## src/design/fbf_pkg.sv

```systemverilog
// fbf_pkg: shared types, constants and the coefficient table of the band-stop fir
// holds the half coefficient set (q1.17), its mirror lookup and the sequencer states
// no dependencies

package fbf_pkg;

   localparam int SAMPLE_W = 12;
   localparam int FILT_W   = 12;
   localparam int TDATA_W  = 16;
   localparam int ROM_HALF = 151;
   localparam int ROM_LAST = 300;
   localparam int ROM_BITS = 18;

   localparam logic signed [ROM_BITS-1:0] COEF_HALF [0:ROM_HALF-1] = '{
      -18'sd45, -18'sd43, -18'sd37, -18'sd27, -18'sd14, 18'sd0, 18'sd15, 18'sd28,
      18'sd40, 18'sd48, 18'sd51, 18'sd50, 18'sd43, 18'sd32, 18'sd17, 18'sd0,
      -18'sd18, -18'sd35, -18'sd49, -18'sd58, -18'sd62, -18'sd60, -18'sd52, -18'sd38,
      -18'sd20, 18'sd0, 18'sd21, 18'sd40, 18'sd55, 18'sd65, 18'sd69, 18'sd65,
      18'sd55, 18'sd40, 18'sd21, 18'sd0, -18'sd20, -18'sd36, -18'sd48, -18'sd55,
      -18'sd54, -18'sd49, -18'sd38, -18'sd25, -18'sd12, 18'sd0, 18'sd9, 18'sd13,
      18'sd12, 18'sd7, 18'sd0, -18'sd8, -18'sd14, -18'sd16, -18'sd12, 18'sd0,
      18'sd19, 18'sd43, 18'sd69, 18'sd95, 18'sd114, 18'sd123, 18'sd118, 18'sd95,
      18'sd56, 18'sd0, -18'sd67, -18'sd139, -18'sd209, -18'sd266, -18'sd302, -18'sd309,
      -18'sd282, -18'sd219, -18'sd123, 18'sd0, 18'sd140, 18'sd282, 18'sd411, 18'sd511,
      18'sd567, 18'sd569, 18'sd509, 18'sd389, 18'sd214, 18'sd0, -18'sd235, -18'sd468,
      -18'sd672, -18'sd824, -18'sd903, -18'sd893, -18'sd790, -18'sd596, -18'sd325, 18'sd0,
      18'sd349, 18'sd686, 18'sd976, 18'sd1185, 18'sd1285, 18'sd1260, 18'sd1104, 18'sd826,
      18'sd446, 18'sd0, -18'sd471, -18'sd919, -18'sd1298, -18'sd1563, -18'sd1683,
      -18'sd1637, -18'sd1424, -18'sd1057, -18'sd567, 18'sd0, 18'sd590, 18'sd1145,
      18'sd1604, 18'sd1920, 18'sd2053, 18'sd1985, 18'sd1715, 18'sd1265, 18'sd675, 18'sd0,
      -18'sd694, -18'sd1337, -18'sd1863, -18'sd2215, -18'sd2355, -18'sd2264, -18'sd1945,
      -18'sd1427, -18'sd757, 18'sd0, 18'sd769, 18'sd1473, 18'sd2042, 18'sd2415,
      18'sd2553, 18'sd2441, 18'sd2086, 18'sd1521, 18'sd803, 18'sd0, -18'sd807,
      -18'sd1538, -18'sd2119, -18'sd2493, 18'sd128489
   };

   typedef enum logic [1:0] {
      ST_IDLE,
      ST_RUN,
      ST_DRAIN
   } fbf_state_type;

   // marks one tap on its way through the multiply-accumulate pipe
   typedef struct packed {
      logic vld;
      logic first;
      logic last;
   } fbf_tap_ctl_type;

   // coefficient of tap k rescaled to q1.(cbits-1), sign extended to 32 bits
   function automatic logic signed [31:0] coef_scaled(input int k, input int cbits);
      logic signed [31:0] v;
      logic signed [31:0] mag;
      int m;
      if (k > ROM_LAST) begin
         v = '0;
      end else begin
         m = (k < ROM_HALF) ? k : ROM_LAST - k;
         v = 32'(COEF_HALF[m]);
         if (cbits >= ROM_BITS) begin
            v = v <<< (cbits - ROM_BITS);
         end else if (v < 0) begin
            // narrowing rounds toward zero
            mag = -v;
            mag = mag >>> (ROM_BITS - cbits);
            v = -mag;
         end else begin
            v = v >>> (ROM_BITS - cbits);
         end
      end
      return v;
   endfunction

endpackage

```

## src/design/fbf_mac.sv

```systemverilog
// fbf_mac: multiply-accumulate pipe and output saturation of the band-stop fir
// one product register, one accumulator, done pulse after the last tap
// depends on fbf_pkg

module fbf_mac import fbf_pkg::*; #(
   parameter int SAMPLE_BITS = 12,
   parameter int COEF_BITS   = 18,
   parameter int ACC_BITS    = 40
) (
   input  logic                        clock,
   input  logic                        reset,
   input  fbf_tap_ctl_type             tap_ctl,
   input  logic [SAMPLE_BITS-1:0]      tap_sample,
   input  logic signed [COEF_BITS-1:0] tap_coef,
   output logic                        done,
   output logic [FILT_W-1:0]           result
);

   localparam int PROD_BITS = SAMPLE_BITS + 1 + COEF_BITS;

   fbf_tap_ctl_type              ctl_ff;
   logic signed [PROD_BITS-1:0]  prod_ff;
   logic signed [PROD_BITS-1:0]  prod_in;
   logic signed [ACC_BITS-1:0]   acc_ff;
   logic signed [ACC_BITS-1:0]   acc_in;
   logic                         done_ff;
   logic [ACC_BITS-1:0]          quot;
   logic [ACC_BITS-1:0]          sat;

   localparam logic [ACC_BITS-1:0] SAT_MAX = ACC_BITS'((64'd1 << SAMPLE_BITS) - 64'd1);

   assign prod_in = $signed({1'b0, tap_sample}) * tap_coef;

   always_comb begin
      if (ctl_ff.first) begin
         acc_in = ACC_BITS'(prod_ff);
      end else begin
         acc_in = acc_ff + ACC_BITS'(prod_ff);
      end
   end

   always_ff @(posedge clock) begin
      if (reset) begin
         ctl_ff  <= '0;
         done_ff <= 1'b0;
      end else begin
         ctl_ff  <= tap_ctl;
         done_ff <= ctl_ff.vld && ctl_ff.last;
      end
   end

   always_ff @(posedge clock) begin
      prod_ff <= prod_in;
      if (ctl_ff.vld) begin
         acc_ff <= acc_in;
      end
   end

   // negative sums clip to zero, so truncation toward zero is a plain shift here
   always_comb begin
      quot = $unsigned(acc_ff) >> (COEF_BITS - 1);
      if (acc_ff[ACC_BITS-1]) begin
         sat = '0;
      end else if (quot > SAT_MAX) begin
         sat = SAT_MAX;
      end else begin
         sat = quot;
      end
   end

   assign done   = done_ff;
   assign result = sat[FILT_W-1:0];

endmodule

```

## config.mk

```make
export PLATFORM = sky130hd
export DESIGN_NAME = fbf_mac
export DESIGN_NICKNAME = d
export VERILOG_FILES = /design/src/design/fbf_pkg.sv /design/src/design/fbf_mac.sv
export SDC_FILE = /design/constraint.sdc
export NUM_CORES = 1
export LEC_CHECK = 0
export BUFFER_PORTS_ARGS = -buffer_cell sky130_fd_sc_hd__buf_2
export CAP_MARGIN = 20
export CORE_MARGIN = 10
export CORE_UTILIZATION = 60
export CTS_CLUSTER_SIZE = 16
export DETAILED_ROUTE_END_ITERATION = 8
export PLACE_DENSITY = 0.78
export SYNTH_ARGS = -nofsm -noshare
export SYNTH_HDL_FRONTEND = slang
export SYNTH_SLANG_ARGS = --single-unit
```

## constraint.sdc

```tcl
create_clock -name clock -period 8.5 [get_ports clock]
set_input_delay 1.275 -clock clock [delete_from_list [all_inputs] [get_ports clock]]
set_output_delay 1.275 -clock clock [all_outputs]
set_load 0.005 [all_outputs]
```

; Yosys cells after proc, flatten, opt, wreduce, memory -nomap -nowiden
; Index checks and enable logic that the tools add are counted.
[op_classes]
n_addsub = 1
multipliers = 1
div_mod_pow = 0
order_cmp = 1
eq_ne = 0
shift = 0
muxes = 3
bitwise = 0
reduce_logical = 1
[op_table]
columns = operator, count
row1 = $add 40x31->40, 1
row2 = $mux 40, 1
row3 = $mul 13x18->31, 1
row4 = $mux 12, 2
row5 = $gt 23x12->1 const B, 1
row6 = $logic_and 1x1->1, 1
[word_totals]
ff_bits = 75
latch_bits = 0
ram_bits = 0
romBits = 0
in_bits = 35
output_inout_bits = 13
wordCells = 13
n_memories = 0

; Depth between registers and ports, before layout
[depth]
ltp_word = 3
mapped_depth = 23
ltp_nobuf = 21

; Worst setup path after synthesis
; OpenSTA, ideal clock, no wires.
[synth_timing]
path_type = in2reg
startpoint = in tap_sample[6]
endpoint = reg prod_ff[29]
arrival_ns = 6.456
slack_ns = 1.972
path_stages = 21
path_buffers = 2
cell_sequence = clkbuf_1 -> clkbuf_1 -> nand2_1 -> fa_1 -> fa_1 -> inv_1 -> fa_1 -> fa_1 -> inv_1 -> fa_1 -> inv_1 -> ha_1 -> a21o_1 -> a21o_1 -> a21o_1 -> a41oi_1 -> a31oi_1 -> a211oi_1 -> o21bai_1 -> a21boi_1 -> xnor2_1
[synth_via]
elab_chain_cells = 1
[synth_lines]
columns = element, line
row1 = start: declaration, fbf_mac.sv:13  ; input logic [SAMPLE_BITS-1:0] tap_sample,
row2 = $mul 13x18->31, fbf_mac.sv:32  ; assign prod_in = $signed({1'b0, tap_sample}) * tap_coef;
row3 = via prod_in[29], fbf_mac.sv:23  ; logic signed [PROD_BITS-1:0] prod_in;
row4 = end signal: assignment, fbf_mac.sv:53  ; prod_ff <= prod_in;
row5 = end: declaration, fbf_mac.sv:22  ; logic signed [PROD_BITS-1:0] prod_ff;
; The timed path passes the listed nets, and every way through them passes these cells.
; A chain may end at the register's enable or synchronous reset.

; Worst setup path after layout
[layout_timing]
startpoint = in tap_sample[9]
endpoint = reg prod_ff[27]
; Same word-level chain as after synthesis.

==> out/metrics.yaml <==
status:
  outcome: "finished, final reports clean"
yosys:
  synthFlopType: "edfxtp_1"
  synth_edf_count: 40
  netlist_instances: 1425
  synth_xor_area_frac: 0.0447
  synthSimpleGateAreaFrac: 0.148
  synth.area.mux_share: 0.00170
  ys_types: 61
  synth_compound_area_frac: 0.120
  avgSynthCellArea_sq_um: 8.80
  synth.yosys.seq_area_share: 0.152
  synth_area_leader_cell: "fa_1"
  syn_area_sq_um: 12500
  synthTopCellsByCount: "inv_1, fa_1, nand2_1, ha_1, and2_1"
  async_flop_share: 0
  syn_nets: 1769
  ys_ff_latch: 75
  netlist.area_leader.share: 0.318
  synth-adder-area-share: 0.428
  ys_warn_count: 0
  synthTopCellsByArea: "fa_1, ha_1, edfxtp_1, inv_1, nand2_1"
  synth_top_family_by_area: "adder cells"
  synth_most_common_cell: "inv_1"
detailed_routing:
  wl_per_cell_microns: 15.2
  drt-vias-per-instance: 5.36
  vias: 9123
  ant_nets: 0
  drc: 0
  dr.pass1.iters: 6
  totalWireLength_microns: 25900
  drt-initial-drc-count: 596
global_route:
  grt_max_degree: 69
  grt_pass1_wl_microns: 45400
  grt_pass1_vias: 9618
  antenna_found_initial: 0
  grt.overflow.total: 0
  track_usage: 0.203
die:
  initial_core_util: 0.616
  die-area_sq_um: 27100
  die_w_microns: 165
  row_count: 52
  die_h_microns: 165
  core_sq_um: 20400
  ios: 48
critical_path:
  end_kind: "flip-flop"
  critPathLaunchType: "input pin"
  critPathMaxFanout: 18
  max_stage_delay_ns: 0.55
  path_class: "input pin to flip-flop"
  crit_required_ns: 8.76
  cp_slowest_cell: "fa_1"
  cp_data_arrival_time_ns: 6.79
  crit_path_frequent_cell: "fa_1"
  cp_cell_sequence: "buf_2 > and2_1 > fa_1 > inv_1 > fa_1 > inv_1 > fa_1 > fa_1 > inv_1 > fa_1 > inv_1 > ha_1 > a21o_1 > a21o_1 > a21o_1 > a41oi_1 > a31oi_1 > a211oi_1 > o21ai_0 > a21oi_1 > xnor2_1"
layout:
  drive_above_1_share: 0.0530
  fill_cells: 1724
  fin_cells: 1703
  syn_to_final_growth_pct: 5.48
  design_area_sq_um: 13200
  nets: 1772
  num_antenna_cells: 0
placement:
  gp_congestion: 0.911
  placed_cell_area_sq_um: 12900
  port_buffers: 47
  placed_cells: 1686
  dp_hpwl_microns: 21600
cts:
  post_cts_buffers: 0
  cts-buffers-inserted: 9
  cts_root_buf: "clkbuf_16"
  ctsHoldBuffers: 0
  cts_resized: 0
  path_clk_slew_ns: 0.06
  clock_path_buffers: 2
  htreeDepth: 3
  cts.sinks: 75
  clk_latency_ns: 0.34
  cts_tree: "built"
timing:
  final_max_slew_viol_count: 0
  tightest_slew_ns: 1.02
  rsz0062_at_grt: "false"
  hold_viol: 0
  post-route-period-util: 0.769
  fmax_ghz: 0.153
  finalSetupViolations: 0
  fin_skew_ns: 0.00886
  setup_tns_ns: 0
  hold_slack_ns: 0.412
  fin_crit_ns: 6.53
  relSlewSlack: 0.319
job:
  cap_violations: 0
min_path:
  hp-class: "flip-flop to flip-flop"
==> layout by cell type, fill, tap and decap left out, types with 33 or more instances in the layout <==
cell	netlist	routed
inv_1	296	296
o21ai_0	47	47
xnor2_1	37	37
a21o_1	42	42
and2_1	103	103
ha_1	110	110
a21oi_1	66	66
buf_2	1	47
fa_1	199	199
nand2_1	187	187
dfxtp_1	35	33
nor2_1	34	34
edfxtp_1	40	40
==> final cells by class <==
class,instances,area [sq um],area share
Timing Repair Buffer,49,250,0.0189
Inverter,296,1110,0.0840
Multi-Input combinational cell,997,9310,0.704
Clock buffer,10,239,0.0181
Clock inverter,6,73.8,0.00558
Tap cell,270,338,0.0255
Sequential cell,75,1900,0.144
==> worst paths after layout <==
kind              slack (ns)  depth (start not counted)          start           to
setup / recovery        1.97                         21  tap_sample[9]  prod_ff[27]
hold reg to reg         0.41                          2      ctl_ff[0]         done
hold / removal          0.41                          2      ctl_ff[0]         done
setup reg to reg        5.22                         12     prod_ff[0]   acc_ff[38]
==> worst max-delay path: cells and delay by family <==
kind	cells	cell delay (ns)
buffers and inverters	5	0.41
and+or+nand+nor	1	0.20
AOI/OAI and AO/OA	8	1.84
adders and majority gates	6	2.92
xor gates and xnor gates	1	0.14
==> layer usage <==
metal	track usage	routed length (microns)	vias up
met1	0.272	11900	4453
met3	0.0296	1320	17
met2	0.347	12600	193
li1	-	-	4460
met5	0	0	-
met4	0.0342	184	0
==> cell families after synthesis <==
kind of cell	Yosys count
muxes	2
buffers and inverters	353
DFF	75
xor gates and xnor gates	64
and+or+nand+nor	386
adders and majority gates	309
AOI/OAI and AO/OA	236
==> through the flow <==
| step | setup WS [ns] | utilization |
|---|---|---|
| CTS | 1.98 | 0.649 |
| global placement | 1.80 | 0.634 |
| floorplan | 1.97 | - |
| detailed placement | 1.65 | 0.634 |
| global route | 1.64 | 0.649 |
| finish | 1.97 | 0.649 |
==> flip-flops by register name, indices dropped and copies added, names as in the netlist <==
register	cells
ctl_ff	3
prod_ff	31
acc_ff	40
done	1
Power is not shown: default switching activity piles up to over one toggle a cycle in this logic, so the estimate is an artifact.
